$ cat src/rtl/three_axis_pid_with_integral_clamp_defines.svh
// ----------------------------------------------------------------------------
// Assertion macros for the three-axis PID block
// Shared concurrent assertion forms, clocked on clk_i, off during reset.
// ----------------------------------------------------------------------------
`ifndef THREE_AXIS_PID_WITH_INTEGRAL_CLAMP_DEFINES_SVH
`define THREE_AXIS_PID_WITH_INTEGRAL_CLAMP_DEFINES_SVH

// same-cycle implication
`define TAPID_ASSERT_IMPL(label, ante, cons) \
  label: assert property (@(posedge clk_i) disable iff (!rst_ni) (ante) |-> (cons)) \
    else $error("tapid: same-cycle check failed");

// next-cycle implication
`define TAPID_ASSERT_NEXT(label, ante, cons) \
  label: assert property (@(posedge clk_i) disable iff (!rst_ni) (ante) |=> (cons)) \
    else $error("tapid: next-cycle check failed");

`endif

$ cat src/rtl/tapid_pkg.sv
// ----------------------------------------------------------------------------
// tapid_pkg
// Types and constants of the three-axis PID controller.
// ----------------------------------------------------------------------------
package tapid_pkg;

  localparam int unsigned ANGLE_W   = 24;
  localparam int unsigned ERR_W     = ANGLE_W + 1;
  localparam int unsigned GAIN_W    = 24;
  localparam int unsigned LIMIT_W   = 23;
  localparam int unsigned DT_W      = 20;
  localparam int unsigned INTEG_W   = 24;
  localparam int unsigned DRIVE_W   = 32;
  localparam int unsigned MAX_AXES  = 3;
  localparam int unsigned AXIS_W    = 2;
  localparam int unsigned CFG_IDX_W = 3;

  localparam logic [DT_W-1:0]   DT_DEFAULT = 20'd1049;
  localparam logic [AXIS_W-1:0] AXIS_YAW   = 2'd2;

  // derivative quotient: |de| * kd * 16 over dt
  localparam int unsigned NUM_W = ERR_W + 1 + GAIN_W + 4;

  typedef enum logic [CFG_IDX_W-1:0] {
    REG_GAIN_P     = 3'd0,
    REG_GAIN_D     = 3'd1,
    REG_GAIN_I     = 3'd2,
    REG_GAIN_P_YAW = 3'd3,
    REG_GAIN_D_YAW = 3'd4,
    REG_GAIN_I_YAW = 3'd5,
    REG_INT_LIMIT  = 3'd6
  } cfg_reg_e;

  typedef enum logic [2:0] {
    MUL_NONE = 3'd0,
    MUL_P    = 3'd1,
    MUL_D    = 3'd2,
    MUL_E    = 3'd3,
    MUL_H    = 3'd4,
    MUL_L    = 3'd5
  } mul_sel_e;

  typedef struct packed {
    logic                 sample_valid;
    logic signed [23:0]   measured_pitch;
    logic signed [23:0]   measured_roll;
    logic signed [23:0]   measured_yaw;
    logic signed [23:0]   target_pitch;
    logic signed [23:0]   target_roll;
    logic signed [23:0]   target_yaw;
    logic [19:0]          interval;
  } tapid_in_t;

  typedef struct packed {
    logic signed [31:0] drive_pitch;
    logic signed [31:0] drive_roll;
    logic signed [31:0] drive_yaw;
  } tapid_out_t;

  typedef struct packed {
    logic              load;
    mul_sel_e          mul;
    logic              div_start;
    logic              do_inc;
    logic              do_int;
    logic              do_sum;
    logic              publish;
    logic [AXIS_W-1:0] axis;
  } tapid_cmd_t;

  typedef struct packed {
    logic div_busy;
  } tapid_status_t;

endpackage

$ cat src/rtl/tapid_div.sv
// ----------------------------------------------------------------------------
// tapid_div
// Unsigned restoring divider, two quotient bits per cycle.
// ----------------------------------------------------------------------------
module tapid_div
  import tapid_pkg::*;
(
  input  logic             clk_i,
  input  logic             rst_ni,
  input  logic             start_i,
  input  logic [NUM_W-1:0] num_i,
  input  logic [DT_W-1:0]  den_i,
  output logic             busy_o,
  output logic [NUM_W-1:0] quo_o
);

  localparam int unsigned STEPS = (NUM_W + 1) / 2;
  localparam int unsigned CNT_W = $clog2(STEPS + 1);

  logic [CNT_W-1:0] cnt_q, cnt_d;
  logic             busy_q, busy_d;
  logic [NUM_W-1:0] quo_q, quo_d;
  logic [DT_W-1:0]  rem_q, rem_d;
  logic [DT_W-1:0]  den_q;

  logic [DT_W:0]    r1, r2;
  logic [DT_W-1:0]  rem1;
  logic [NUM_W-1:0] quo1;

  always_comb begin
    r1   = {rem_q, quo_q[NUM_W-1]};
    rem1 = (r1 >= {1'b0, den_q}) ? DT_W'(r1 - {1'b0, den_q}) : r1[DT_W-1:0];
    quo1 = {quo_q[NUM_W-2:0], (r1 >= {1'b0, den_q})};
    r2   = {rem1, quo1[NUM_W-1]};
    rem_d = (r2 >= {1'b0, den_q}) ? DT_W'(r2 - {1'b0, den_q}) : r2[DT_W-1:0];
    quo_d = {quo1[NUM_W-2:0], (r2 >= {1'b0, den_q})};
    cnt_d = cnt_q - CNT_W'(1);
    busy_d = (cnt_q != CNT_W'(1));
  end

  always_ff @(posedge clk_i or negedge rst_ni) begin
    if (!rst_ni) begin
      busy_q <= 1'b0;
      cnt_q  <= '0;
    end else if (start_i) begin
      busy_q <= 1'b1;
      cnt_q  <= CNT_W'(STEPS);
    end else if (busy_q) begin
      busy_q <= busy_d;
      cnt_q  <= cnt_d;
    end
  end

  always_ff @(posedge clk_i) begin
    if (start_i) begin
      quo_q <= num_i;
      rem_q <= '0;
      den_q <= den_i;
    end else if (busy_q) begin
      quo_q <= quo_d;
      rem_q <= rem_d;
    end
  end

  assign busy_o = busy_q;
  assign quo_o  = quo_q;

endmodule

$ cat src/rtl/tapid_datapath.sv
// ----------------------------------------------------------------------------
// tapid_datapath
// Config registers, per-axis state, shared multiplier and accumulate logic.
// ----------------------------------------------------------------------------
module tapid_datapath
  import tapid_pkg::*;
(
  input  logic                 clk_i,
  input  logic                 rst_ni,
  input  logic                 cfg_we_i,
  input  logic [CFG_IDX_W-1:0] cfg_idx_i,
  input  logic [GAIN_W-1:0]    cfg_data_i,
  input  tapid_in_t            in_data_i,
  input  tapid_cmd_t           cmd_i,
  output tapid_status_t        status_o,
  output tapid_out_t           out_data_o
);

  localparam int unsigned MA_W = ERR_W + 1;
  localparam int unsigned MP_W = MA_W + GAIN_W;
  localparam int unsigned PM_W = 33;
  localparam int unsigned IS_W = 35;
  localparam int unsigned SUM_W = NUM_W + 2;

  // configuration
  logic [GAIN_W-1:0]  gain_p_q, gain_d_q, gain_i_q;
  logic [GAIN_W-1:0]  gain_py_q, gain_dy_q, gain_iy_q;
  logic [LIMIT_W-1:0] limit_q;

  always_ff @(posedge clk_i or negedge rst_ni) begin
    if (!rst_ni) begin
      gain_p_q  <= 24'd39322;
      gain_d_q  <= 24'd196608;
      gain_i_q  <= 24'd1311;
      gain_py_q <= 24'd26214;
      gain_dy_q <= 24'd0;
      gain_iy_q <= 24'd131;
      limit_q   <= 23'd204800;
    end else if (cfg_we_i) begin
      case (cfg_idx_i)
        REG_GAIN_P:     gain_p_q  <= cfg_data_i;
        REG_GAIN_D:     gain_d_q  <= cfg_data_i;
        REG_GAIN_I:     gain_i_q  <= cfg_data_i;
        REG_GAIN_P_YAW: gain_py_q <= cfg_data_i;
        REG_GAIN_D_YAW: gain_dy_q <= cfg_data_i;
        REG_GAIN_I_YAW: gain_iy_q <= cfg_data_i;
        REG_INT_LIMIT:  limit_q   <= cfg_data_i[LIMIT_W-1:0];
        default: ;
      endcase
    end
  end

  // per-axis state
  logic signed [ERR_W-1:0]   err_q   [MAX_AXES];
  logic signed [ERR_W-1:0]   prev_q  [MAX_AXES];
  logic signed [INTEG_W-1:0] integ_q [MAX_AXES];
  logic signed [DRIVE_W-1:0] last_q  [MAX_AXES];
  logic                      first_q;
  logic [DT_W-1:0]           dt_q;

  logic signed [ERR_W-1:0] err_in [MAX_AXES];

  always_comb begin
    err_in[0] = ERR_W'(in_data_i.measured_pitch) - ERR_W'(in_data_i.target_pitch);
    err_in[1] = ERR_W'(in_data_i.measured_roll) - ERR_W'(in_data_i.target_roll);
    err_in[2] = ERR_W'(in_data_i.measured_yaw) - ERR_W'(in_data_i.target_yaw);
  end

  // working registers
  logic [PM_W-1:0]     p_mag_q;
  logic [MP_W-1:0]     num_q;
  logic                dneg_q;
  logic [44:0]         edt_q;
  logic [MP_W-2:0]     hik_q;
  logic [23:0]         lok_q;
  logic [PM_W-1:0]     inc_q;

  // current axis operands
  logic signed [ERR_W-1:0] e, pv;
  logic                    eneg;
  logic [ERR_W-1:0]        emag;
  logic signed [MA_W-1:0]  de;
  logic [MA_W-1:0]         demag;
  logic                    yaw;
  logic [GAIN_W-1:0]       kp, kd, ki;
  logic [MA_W-1:0]         mul_a;
  logic [GAIN_W-1:0]       mul_b;
  logic [MP_W-1:0]         prod;

  always_comb begin
    e     = err_q[cmd_i.axis];
    pv    = prev_q[cmd_i.axis];
    eneg  = e[ERR_W-1];
    emag  = eneg ? ERR_W'(-e) : e;
    de    = MA_W'(e) - MA_W'(pv);
    demag = de[MA_W-1] ? MA_W'(-de) : de;
    yaw   = (cmd_i.axis == AXIS_YAW);
    kp    = yaw ? gain_py_q : gain_p_q;
    kd    = yaw ? gain_dy_q : gain_d_q;
    ki    = yaw ? gain_iy_q : gain_i_q;
    case (cmd_i.mul)
      MUL_P:   begin mul_a = {1'b0, emag};              mul_b = kp;                end
      MUL_D:   begin mul_a = demag;                     mul_b = kd;                end
      MUL_E:   begin mul_a = {1'b0, emag};              mul_b = {4'b0, dt_q};      end
      MUL_H:   begin mul_a = {1'b0, edt_q[44:20]};      mul_b = ki;                end
      MUL_L:   begin mul_a = {6'b0, edt_q[19:0]};       mul_b = ki;                end
      default: begin mul_a = '0;                        mul_b = '0;                end
    endcase
    prod = MP_W'(mul_a) * MP_W'(mul_b);
  end

  // derivative divider
  logic [NUM_W-1:0] quo;

  tapid_div u_div (
    .clk_i  (clk_i),
    .rst_ni (rst_ni),
    .start_i(cmd_i.div_start),
    .num_i  ({num_q, 4'b0}),
    .den_i  (dt_q),
    .busy_o (status_o.div_busy),
    .quo_o  (quo)
  );

  // integral update and output sum
  logic [MP_W-1:0]          inc_sum;
  logic signed [IS_W-1:0]   isum, lim_s;
  logic signed [INTEG_W-1:0] isum_c;
  logic signed [SUM_W-1:0]  p_s, d_s, total;
  logic signed [DRIVE_W-1:0] drive;

  always_comb begin
    inc_sum = MP_W'(hik_q) + MP_W'(lok_q);
    lim_s   = IS_W'(limit_q);
    isum    = eneg ? (IS_W'(integ_q[cmd_i.axis]) - IS_W'(inc_q))
                   : (IS_W'(integ_q[cmd_i.axis]) + IS_W'(inc_q));
    if (isum > lim_s) begin
      isum_c = INTEG_W'(lim_s);
    end else if (isum < -lim_s) begin
      isum_c = INTEG_W'(-lim_s);
    end else begin
      isum_c = INTEG_W'(isum);
    end
    p_s   = eneg ? -SUM_W'(p_mag_q) : SUM_W'(p_mag_q);
    d_s   = dneg_q ? -SUM_W'(quo) : SUM_W'(quo);
    total = p_s + d_s + SUM_W'(integ_q[cmd_i.axis]);
    if (total > SUM_W'(signed'({1'b0, {(DRIVE_W-1){1'b1}}}))) begin
      drive = {1'b0, {(DRIVE_W-1){1'b1}}};
    end else if (total < -SUM_W'(signed'({1'b0, 1'b1, {(DRIVE_W-1){1'b0}}}))) begin
      drive = {1'b1, {(DRIVE_W-1){1'b0}}};
    end else begin
      drive = DRIVE_W'(total);
    end
  end

  always_ff @(posedge clk_i or negedge rst_ni) begin
    if (!rst_ni) begin
      first_q <= 1'b1;
      for (int a = 0; a < MAX_AXES; a++) begin
        prev_q[a]  <= '0;
        integ_q[a] <= '0;
        last_q[a]  <= '0;
      end
    end else begin
      if (cmd_i.load) begin
        first_q <= 1'b0;
        if (first_q) begin
          for (int a = 0; a < MAX_AXES; a++) prev_q[a] <= err_in[a];
        end
      end
      if (cmd_i.do_int) integ_q[cmd_i.axis] <= isum_c;
      if (cmd_i.do_sum) begin
        last_q[cmd_i.axis] <= drive;
        prev_q[cmd_i.axis] <= e;
      end
    end
  end

  always_ff @(posedge clk_i) begin
    if (cmd_i.load) begin
      for (int a = 0; a < MAX_AXES; a++) err_q[a] <= err_in[a];
      dt_q <= (in_data_i.interval == '0) ? DT_DEFAULT : in_data_i.interval;
    end
    case (cmd_i.mul)
      MUL_P: p_mag_q <= prod[48:16];
      MUL_D: begin
        num_q  <= prod;
        dneg_q <= de[MA_W-1];
      end
      MUL_E: edt_q <= prod[44:0];
      MUL_H: hik_q <= prod[MP_W-2:0];
      MUL_L: lok_q <= prod[43:20];
      default: ;
    endcase
    if (cmd_i.do_inc) inc_q <= inc_sum[48:16];
    if (cmd_i.publish) begin
      out_data_o.drive_pitch <= last_q[0];
      out_data_o.drive_roll  <= last_q[1];
      out_data_o.drive_yaw   <= last_q[2];
    end
  end

endmodule

$ cat src/rtl/tapid_ctrl.sv
// ----------------------------------------------------------------------------
// tapid_ctrl
// Sequencer: walks the axes through multiply, divide and accumulate steps.
// ----------------------------------------------------------------------------
`include "three_axis_pid_with_integral_clamp_defines.svh"

module tapid_ctrl
  import tapid_pkg::*;
#(
  parameter int unsigned AXIS_COUNT = 3
) (
  input  logic          clk_i,
  input  logic          rst_ni,
  input  logic          in_valid_i,
  input  logic          sample_valid_i,
  output logic          in_ready_o,
  output logic          out_valid_o,
  input  logic          out_ready_i,
  input  tapid_status_t status_i,
  output tapid_cmd_t    cmd_o
);

  typedef enum logic [10:0] {
    S_IDLE  = 11'b00000000001,
    S_MUL_P = 11'b00000000010,
    S_MUL_D = 11'b00000000100,
    S_MUL_E = 11'b00000001000,
    S_MUL_H = 11'b00000010000,
    S_MUL_L = 11'b00000100000,
    S_INC   = 11'b00001000000,
    S_INT   = 11'b00010000000,
    S_WAIT  = 11'b00100000000,
    S_SUM   = 11'b01000000000,
    S_DONE  = 11'b10000000000
  } state_e;

  localparam logic [AXIS_W-1:0] LAST_AXIS = AXIS_W'(AXIS_COUNT - 1);

  state_e            state_q, state_d;
  logic [AXIS_W-1:0] axis_q, axis_d;
  logic              out_valid_q, out_valid_d;
  logic              accept, publish;

  always_comb begin
    accept      = in_valid_i && (state_q == S_IDLE);
    publish     = (state_q == S_DONE) && (!out_valid_q || out_ready_i);
    state_d     = state_q;
    axis_d      = axis_q;
    out_valid_d = publish ? 1'b1 : (out_ready_i ? 1'b0 : out_valid_q);
    case (state_q)
      S_IDLE: begin
        axis_d = '0;
        if (accept) state_d = sample_valid_i ? S_MUL_P : S_DONE;
      end
      S_MUL_P: state_d = S_MUL_D;
      S_MUL_D: state_d = S_MUL_E;
      S_MUL_E: state_d = S_MUL_H;
      S_MUL_H: state_d = S_MUL_L;
      S_MUL_L: state_d = S_INC;
      S_INC:   state_d = S_INT;
      S_INT:   state_d = S_WAIT;
      S_WAIT:  if (!status_i.div_busy) state_d = S_SUM;
      S_SUM: begin
        if (axis_q == LAST_AXIS) begin
          state_d = S_DONE;
        end else begin
          axis_d  = axis_q + AXIS_W'(1);
          state_d = S_MUL_P;
        end
      end
      S_DONE:  if (publish) state_d = S_IDLE;
      default: state_d = S_IDLE;
    endcase
  end

  always_ff @(posedge clk_i or negedge rst_ni) begin
    if (!rst_ni) begin
      state_q     <= S_IDLE;
      axis_q      <= '0;
      out_valid_q <= 1'b0;
    end else begin
      state_q     <= state_d;
      axis_q      <= axis_d;
      out_valid_q <= out_valid_d;
    end
  end

  always_comb begin
    cmd_o.load      = accept && sample_valid_i;
    cmd_o.div_start = (state_q == S_MUL_E);
    cmd_o.do_inc    = (state_q == S_INC);
    cmd_o.do_int    = (state_q == S_INT);
    cmd_o.do_sum    = (state_q == S_SUM);
    cmd_o.publish   = publish;
    cmd_o.axis      = axis_q;
    case (state_q)
      S_MUL_P: cmd_o.mul = MUL_P;
      S_MUL_D: cmd_o.mul = MUL_D;
      S_MUL_E: cmd_o.mul = MUL_E;
      S_MUL_H: cmd_o.mul = MUL_H;
      S_MUL_L: cmd_o.mul = MUL_L;
      default: cmd_o.mul = MUL_NONE;
    endcase
  end

  assign in_ready_o  = (state_q == S_IDLE);
  assign out_valid_o = out_valid_q;

  // divider must be finished before the item ends or the sum is taken
  `TAPID_ASSERT_IMPL(a_div_idle, state_q == S_IDLE || state_q == S_DONE, !status_i.div_busy)
  `TAPID_ASSERT_IMPL(a_sum_div_done, state_q == S_SUM, !status_i.div_busy)
  `TAPID_ASSERT_IMPL(a_axis_range, state_q != S_IDLE, axis_q <= LAST_AXIS)
  `TAPID_ASSERT_NEXT(a_start_busy, state_q == S_MUL_E, status_i.div_busy)

endmodule

$ cat src/rtl/three_axis_pid_with_integral_clamp.sv
// A timeout item goes straight to its result; a sample walks all
// AXIS_COUNT axes in turn. Items are taken one at a time.
// Per axis the sequencer waits on the radix-4 derivative divider.
// A finished result waits in the output register while the next item runs.
// Reset: gains and limit take their defaults, state clears, first sample armed.
// ----------------------------------------------------------------------------
// three_axis_pid_with_integral_clamp
// Three-axis PID controller with clamped integral, fixed point.
// ----------------------------------------------------------------------------
module three_axis_pid_with_integral_clamp
  import tapid_pkg::*;
#(
  parameter int unsigned AXIS_COUNT = 3
) (
  input  logic                 clk_i,
  input  logic                 rst_ni,
  input  logic                 cfg_we_i,
  input  logic [CFG_IDX_W-1:0] cfg_idx_i,
  input  logic [GAIN_W-1:0]    cfg_data_i,
  input  logic                 in_valid_i,
  output logic                 in_ready_o,
  input  tapid_in_t            in_data_i,
  output logic                 out_valid_o,
  input  logic                 out_ready_i,
  output tapid_out_t           out_data_o
);

  tapid_cmd_t    cmd;
  tapid_status_t status;

  tapid_ctrl #(
    .AXIS_COUNT(AXIS_COUNT)
  ) u_ctrl (
    .clk_i         (clk_i),
    .rst_ni        (rst_ni),
    .in_valid_i    (in_valid_i),
    .sample_valid_i(in_data_i.sample_valid),
    .in_ready_o    (in_ready_o),
    .out_valid_o   (out_valid_o),
    .out_ready_i   (out_ready_i),
    .status_i      (status),
    .cmd_o         (cmd)
  );

  tapid_datapath u_dp (
    .clk_i     (clk_i),
    .rst_ni    (rst_ni),
    .cfg_we_i  (cfg_we_i),
    .cfg_idx_i (cfg_idx_i),
    .cfg_data_i(cfg_data_i),
    .in_data_i (in_data_i),
    .cmd_i     (cmd),
    .status_o  (status),
    .out_data_o(out_data_o)
  );

endmodule

$ cat config.mk
export PLATFORM = sky130hd
export DESIGN_NAME = three_axis_pid_with_integral_clamp
export DESIGN_NICKNAME = d
export VERILOG_FILES = /design/src/rtl/tapid_pkg.sv /design/src/rtl/tapid_div.sv /design/src/rtl/tapid_datapath.sv /design/src/rtl/tapid_ctrl.sv /design/src/rtl/three_axis_pid_with_integral_clamp.sv
export VERILOG_INCLUDE_DIRS = /design/src /design/src/rtl
export SDC_FILE = /design/constraint.sdc
export NUM_CORES = 2
export LEC_CHECK = 0
export BUFFER_PORTS_ARGS = -buffer_cell sky130_fd_sc_hd__buf_4
export CAP_MARGIN = 20
export CORE_ASPECT_RATIO = 0.9
export CORE_MARGIN = 2
export CORE_UTILIZATION = 52
export CTS_CLUSTER_DIAMETER = 60
export DETAILED_ROUTE_END_ITERATION = 8
export PLACE_DENSITY_LB_ADDON = 0.05
export SLEW_MARGIN = 20
export SYNTH_ARGS = -nofsm -noshare
export SYNTH_HDL_FRONTEND = slang
export SYNTH_HIERARCHICAL = 1
export SYNTH_SLANG_ARGS = --single-unit
$ cat constraint.sdc
create_clock -name clk_i -period 18.1 [get_ports clk_i]
set_input_delay 4.525 -clock clk_i [delete_from_list [all_inputs] [get_ports clk_i]]
set_output_delay 4.525 -clock clk_i [all_outputs]
set_load 0.02 [all_outputs]
* Yosys cells after proc, flatten, opt, wreduce, memory -nomap -nowiden
Memories as Yosys holds them, arrays and structs flattened.
Cells that the tools add are included.
** Word-level totals
- Register bits :: 876
- Bits in latches :: 0
- RAM bits :: 75
- ROM bits :: 0
- Bits of input ports :: 197
- Logic and storage cells :: 169
- Memories kept :: 1
** Operators by class
- Add/subtract/negate cells :: 18
- Multiply operators :: 1
- Divide/modulo/power cells :: 0
- Magnitude comparators :: 8
- Eq/ne operators :: 28
- Shift-type cells :: 0
- Mux-type cells :: 53
- Bitwise gates (word level) :: 1
- Reductions and logical operators :: 22
** Memories
- u_dp.err_q :: depth 3, bits a word 25, read ports 1, clocked after memory_dff 0, wr ports 3, line tapid_datapath.sv:54 : logic signed [ERR_W-1:0] err_q [MAX_AXES];
** Operators by type and width (number)
- 75-bit two-way mux :: 3
- 24-bit two-way mux :: 8
- 11-bit case mux with 11 select lines :: 1
- 56-bit two-way mux :: 2
- 54-bit two-way mux :: 2
- 26-bit case mux with 4 select lines :: 1
- 25-bit two-way mux :: 4
- 96-bit bitwise mux :: 1
- 32-bit two-way mux :: 3
- 24-bit case mux with 4 select lines :: 1
- 75-bit bitwise mux :: 1
- 24-bit by 24-bit subtractor with 25-bit output :: 3
- 72-bit bitwise mux :: 1
- 32-bit demux with 2-bit select :: 1
- 56-bit by 24-bit adder with 56-bit output :: 1
- 56-bit adder :: 1
- 56-bit by 32-bit greater-than comparator with 1-bit output, second input constant :: 1
- 56-bit by 32-bit < comparator with 1-bit output, second input constant :: 1
- 33-bit negator with 56-bit output :: 1
- 54-bit negator with 56-bit output :: 1
- 11-bit two-way mux :: 5
- 25-bit binary-select mux with 2-bit select :: 1
- 25-bit demux with 2-bit select :: 1
- 26-bit by 24-bit multiplier with 50-bit output :: 1
- 53 further kinds :: 85

* Logic depth before layout (Yosys ltp)
- Depth after elaboration :: 10
- Depth in mapped cells :: 53

* Modules after synthesis
The synthesis kept the hierarchy.
** Modules (own cells, without submodules)
- tapid_datapath :: times used 1, cells an instance 7209, area each 70410.0 µm²
- tapid_div :: times used 1, cells an instance 559, area each 6281.0 µm²
- tapid_ctrl :: times used 1, cells an instance 81, area each 833.3 µm²

* Worst setup path after synthesis
No wires, ideal clock.
- Path kind :: flip-flop to flip-flop
- Start point :: register u_ctrl.axis_q[1]
- End point :: register u_dp.hik_q[47], data pin
- Data arrival time :: 12.778 ns
- Slack :: 5.054 ns
- Stages on the path, launching flop included :: 53
- Period minus slack after synthesis :: 13.046 ns
- Cell sequence :: dfrtp_1 buf_2 buf_1 clkbuf_1 buf_2 buf_2 clkbuf_1 clkbuf_1 buf_1 mux2i_1 o21ai_0 ha_1 inv_1 fa_1 a21o_1 a21oi_1 o21ai_1 and4_1 (+17 left out) fa_1 fa_1 inv_1 fa_1 inv_1 ha_1 a21oi_1 o21bai_1 a21o_1 a21o_1 a21oi_1 o221ai_1 a41oi_1 a211oi_1 inv_1 o21ai_0 a31oi_1 xnor2_1
** On the way
- Cells in the longest elaborated chain, start to end :: 9
- Elaborated cells on any way between the ends :: 17
- Those cells by class :: 3 x add/sub; 1 x mul; 1 x eq/ne; 10 x mux; 1 x bitwise; 1 x memory
** Ends and longest elaborated chain
- start: declaration :: line tapid_ctrl.sv:40 : logic [AXIS_W-1:0] axis_q, axis_d;
- start signal: assignment :: line tapid_ctrl.sv:83 : axis_q <= axis_d;
- 2-bit inverter with 3-bit output (implied by the code) :: line tapid_datapath.sv:92 : pv = prev_q[cmd_i.axis];
- 25-bit binary-select mux with 2-bit select :: line tapid_datapath.sv:92
- 25-bit two-way mux (implied by the code) (2 in series) :: line tapid_datapath.sv:92
- 25-bit by 25-bit subtractor with 26-bit output :: line tapid_datapath.sv:95 : de = MA_W'(e) - MA_W'(pv);
- 26-bit negator :: line tapid_datapath.sv:96 : demag = de[MA_W-1] ? MA_W'(-de) : de;
- 26-bit two-way mux :: line tapid_datapath.sv:96
- 26-bit case mux with 4 select lines :: line tapid_datapath.sv:101 : case (cmd_i.mul)
- 26-bit by 24-bit multiplier with 50-bit output * :: line tapid_datapath.sv:109 : prod = MP_W'(mul_a) * MP_W'(mul_b);
- named net u_dp.prod[47] :: line tapid_datapath.sv:88 : logic [MP_W-1:0] prod;
- end signal: assignment :: line tapid_datapath.sv:191 : MUL_H: hik_q <= prod[MP_W-2:0];
- end: declaration :: line tapid_datapath.sv:74 : logic [MP_W-2:0] hik_q;
Mark *: on every way through the listed nets, which the timed path passes. The rest lies on a longest branch. The select of a mux whose other input is x is not followed.
A chain may end at the register's enable or synchronous reset.

* Final worst setup path
- Start point :: register u_ctrl.axis_q[1]
- End point :: register u_dp.edt_q[41], data pin
** On the way
- Cells in the longest elaborated chain, start to end :: 9
- Elaborated cells on any way between the ends :: 17
- Those cells by class :: 3 x add/sub; 1 x mul; 1 x eq/ne; 10 x mux; 1 x bitwise; 1 x memory
** Ends and longest elaborated chain
- 2-bit inverter with 3-bit output (implied by the code) :: line tapid_datapath.sv:92
- 25-bit binary-select mux with 2-bit select :: line tapid_datapath.sv:92
- 25-bit two-way mux (implied by the code) (2 in series) :: line tapid_datapath.sv:92
- 25-bit by 25-bit subtractor with 26-bit output :: line tapid_datapath.sv:95
- 26-bit negator :: line tapid_datapath.sv:96
- 26-bit two-way mux :: line tapid_datapath.sv:96
- 26-bit case mux with 4 select lines :: line tapid_datapath.sv:101
- 26-bit by 24-bit multiplier with 50-bit output * :: line tapid_datapath.sv:109
- named net u_dp.prod[41] :: line tapid_datapath.sv:88
- end signal: assignment :: line tapid_datapath.sv:190 : MUL_E: edt_q <= prod[44:0];
- end: declaration :: line tapid_datapath.sv:73 : logic [44:0] edt_q;
Marks and branches as above.

==> summary.txt <==
Critical path
  • R2R cell count: 42
  • Critical R2R Launch: u_ctrl/axis_q[1]$_DFFE_PN0P_
  • Crit path capture type: flop
  • CP Buf/Inv Count: 8
  • Worst path depth: 42
  • Data required, critical path: 18560 ps
  • CP endpoint: u_dp/edt_q[41]$_DFFE_PN_
  • Crit path DAT: 14300 ps
  • Worst path top cell family by delay: compound AO/OA/AOI/OAI gates
  • Reg2reg end: u_dp/edt_q[41]$_DFFE_PN_
  • R2R Setup Slk: 4260 ps
  • Worst Setup SP: u_ctrl/axis_q[1]$_DFFE_PN0P_
  • Crit Path Category: reg2reg
  • CP max stage delay: 920 ps
  • CP Max Fanout: 41
  • Slowest cell on the critical path: o21ai_2
  • CP Launch Type: flop
  • Cell mode on critical path: fa_1

Hold path
  • Min-delay worst type: reg2reg
  • Hold path depth: 0

Clock network
  • Post_cts resized: 0
  • H-Tree Depth: 3
  • Clock latency on the worst-skew pair: 750 ps
  • Max clock buf depth: 3
  • Worst-path clk slew: 60 ps
  • CTS tree: yes
  • CTS Root Cell: clkbuf_16
  • Total CTS buffers: 107
  • Hold Buf Count CTS: 0
  • Setup Fix Bufs, Post-CTS: 0
  • Clock sinks: 951

Timing
  • Hold Vio Cnt, Final: 0
  • Max transition margin: 0.165
  • Post-route setup TNS: 0 ps
  • Period utilization: 0.764
  • RSZ-0062 raised after global routing: false
  • Clock Skews: 73.5 ps
  • Setup-failing EPs final: 0
  • Worst Tran Pin Value: 1240 ps
  • Highest Clock Rate: 72.3 MHz
  • Final slew viol count: 0
  • Fin crit period: 13840 ps

Yosys
  • #FFs+latches synth: 951
  • Sequential fraction of the synthesis area: 0.338
  • Yosys warns: 6
  • Number of flops mapped to enable cells by yosys: 500
  • Post-Syn Instances: 7849
  • Synth Flop Type: edfxtp_1
  • Syn Area/Cell: 9.88 um^2
  • Synth async-reset ratio: 0.453
  • Cell area after synthesis: 77500 um^2
  • Synth cell types: 111

Detailed routing
  • Vias per cell: 5.97
  • Antenna-violating nets left: 0
  • DRT Wirelength: 252000 um
  • Top sig layer: met5
  • First DRT Iteration DRCs: 6042
  • Metal1 wirelength: 105000 um
  • Met2 Routed Length: 115000 um
  • First-pass detailed-route iteration total: 9
  • Routed via count: 60400
  • Routed len/inst: 24.9 um
  • WL met3: 20600 um
  • Residual DRC: 0

Floorplan
  • Cell Rows: 134
  • Core Box Area: 148000 um^2
  • Die Height: 370 um
  • Starting Density: 0.523
  • Die width: 411 um
  • Total die area: 152000 um^2
  • Num ports: 295

Pwr
  • Lkg Pwr: 37.3 nW
  • Max IR drop VDD: 0.0961 mV
  • PwrDens: 106 nW/um^2

Placed design
  • Half-perimeter wire length after placement: 191000 um
  • Placed Cells incl. Taps: 9898
  • IO buf count: 294
  • Placed Area: 82100 um^2
  • GPL Wtd Cong: 0.968

Global route
  • Largest net degree at the start of global routing: 190
  • Gr usage total: 0.332
  • Initial antenna violation count: 15
  • First-pass GRT wire length: 380000 um
  • Total grt overflow: 0
  • Vias in the first global route: 59900

Outcome
  • Status: complete, no violations

Job
  • Max Cap Viol: 0

Cells and area
  • Non-Filler Instances: 10100
  • Fill cell count: 12900
  • Layout area overhead: 10.8%
  • Share of cells above drive strength 1: 0.128
  • Fin nets: 9313
  • Fin area: 85900 um^2
## cells in the final DEF (no fill, tap or decap), types with 35 or more instances in the layout
master / count
a211oi_1: 53
a21o_1: 116
a21oi_1: 368
a31oi_1: 53
and2_1: 79
and3_1: 44
buf_4: 430
clkbuf_16: 108
dfrtp_1: 396
edfxtp_1: 500
fa_1: 589
ha_1: 490
inv_1: 873
mux2_2: 249
mux2i_1: 183
nand2_1: 984
nand2b_1: 76
nand3_1: 84
nand4_1: 47
nor2_1: 452
nor2b_1: 60
nor3_1: 87
nor4_1: 37
o211ai_1: 90
o21a_1: 53
o21ai_0: 337
o21ai_1: 44
o21bai_1: 37
o22ai_1: 60
o311ai_1: 35
o31ai_1: 49
xnor2_1: 294
xor2_1: 144
## Yosys cell counts, types with 27 or more instances
cell type    n  share of area
and2_1      82         0.0066
o21ai_0    348          0.022
a21o_1     116          0.011
o211ai_1    90         0.0087
or3_1       29         0.0023
dfstp_2     33          0.011
edfxtp_1   500           0.19
xor2_1     146          0.016
mux2_2     249          0.036
nor2b_1     65         0.0052
nand2b_1    76         0.0061
a21oi_1    370          0.024
o31ai_1     49         0.0047
o21ai_1     40         0.0026
nor3_1      89         0.0057
inv_1      874          0.042
o22ai_1     64         0.0052
a211oi_1    55         0.0053
dfrtp_1    398           0.13
mux2i_1    183          0.024
nand3_1     84         0.0054
buf_1       35         0.0017
o311ai_1    35         0.0040
xnor2_1    296          0.033
clkbuf_1   286          0.014
o21bai_1    38         0.0037
nor2_1     454          0.022
a221o_1     27         0.0035
fa_1       589           0.15
nand4_1     47         0.0038
o21a_1      55         0.0053
and3_1      45         0.0036
nor4_1      39         0.0031
nand2_1    985          0.048
ha_1       490          0.079
a31oi_1     53         0.0043
## kinds of logic (layout without fill, tap and decap cells)
family,after synthesis,count (layout),share of synthesized area
flip-flops,951,951,0.338
XOR/XNOR,442,442,0.0499
other,1,15,0.0000484
AND/OR/NAND/NOR,2131,2131,0.126
adder cells (fa/ha/maj),1079,1079,0.231
multiplexers,432,432,0.0598
AO/OA/AOI/OAI,1578,1578,0.133
buffers and inverters,1235,1514,0.0613
## layer usage
| layer | vias to the layer above | GRT usage |
|---|---|---|
| met2 | 2301 | 0.527 |
| met5 | - | 0 |
| met4 | 8 | 0.132 |
| li1 | 27400 | - |
| met3 | 460 | 0.0627 |
| met1 | 30200 | 0.451 |
## how the worst min path moves through the flow
stage                           startpoint                            end
6_report        u_dp/last_q[4]$_DFFE_PN0P_   u_dp/out_data_o[4]$_DFFE_PP_
5_1_grt        u_dp/last_q[44]$_DFFE_PN0P_  u_dp/out_data_o[44]$_DFFE_PP_
4_1_cts         u_dp/last_q[4]$_DFFE_PN0P_   u_dp/out_data_o[4]$_DFFE_PP_
3_5_place_dp   u_dp/last_q[43]$_DFFE_PN0P_  u_dp/out_data_o[43]$_DFFE_PP_
3_3_place_gp   u_dp/last_q[45]$_DFFE_PN0P_  u_dp/out_data_o[45]$_DFFE_PP_
2_1_floorplan   u_dp/last_q[0]$_DFFE_PN0P_   u_dp/out_data_o[0]$_DFFE_PP_
## power by group
part	leakage, nW	switching [mW]	total [mW]	internal (mW)
clock network	1.79	0.965	2.27	1.31
registers	10.1	0.205	2.80	2.59
logic	25.4	2.62	4.01	1.38
total	37.3	3.79	9.07	5.28
## final cells by class
type | count | area (um^2) | area share
Antenna cell | 11 | 27.5 | 0.000320
Inverter | 876 | 3290 | 0.0383
Tap cell | 1972 | 2470 | 0.0287
Sequential cell | 951 | 26200 | 0.306
Multi-Input combinational cell | 5666 | 46800 | 0.545
Clock buffer | 131 | 2870 | 0.0334
Clock inverter | 72 | 842 | 0.00980
Timing Repair Buffer | 435 | 3330 | 0.0388
## registers in the layout, summed over array words and instances, names as in the netlist, 5 cells and up
register and cells:
u_ctrl/state_q 11, u_dp/dt_q 20, u_dp/edt_q 45, u_dp/err_q 75, u_dp/gain_d_q 24, u_dp/gain_dy_q 24
u_dp/gain_i_q 24, u_dp/gain_iy_q 24, u_dp/gain_p_q 24, u_dp/gain_py_q 24, u_dp/hik_q 49, u_dp/inc_q 33
u_dp/integ_q 72, u_dp/last_q 96, u_dp/limit_q 23, u_dp/lok_q 24, u_dp/num_q 50, u_dp/out_data_o 96
u_dp/p_mag_q 33, u_dp/prev_q 75, u_dp/u_div/cnt_q 5, u_dp/u_div/den_q 20, u_dp/u_div/quo_o 54, u_dp/u_div/rem_q 20
## per-stage QoR
stage               utilization  total power [mW]  worst slack [ps]  hold WS (ps)
global route              0.580              9.54              3290           451
detailed placement        0.554              6.78              4510           431
floorplan                     -              5.39              5050           425
global placement          0.554              6.74              4760           430
CTS                       0.579              9.07              4350           437
finish                    0.580              9.07              4260           428
(Power assumes the default switching activity.)
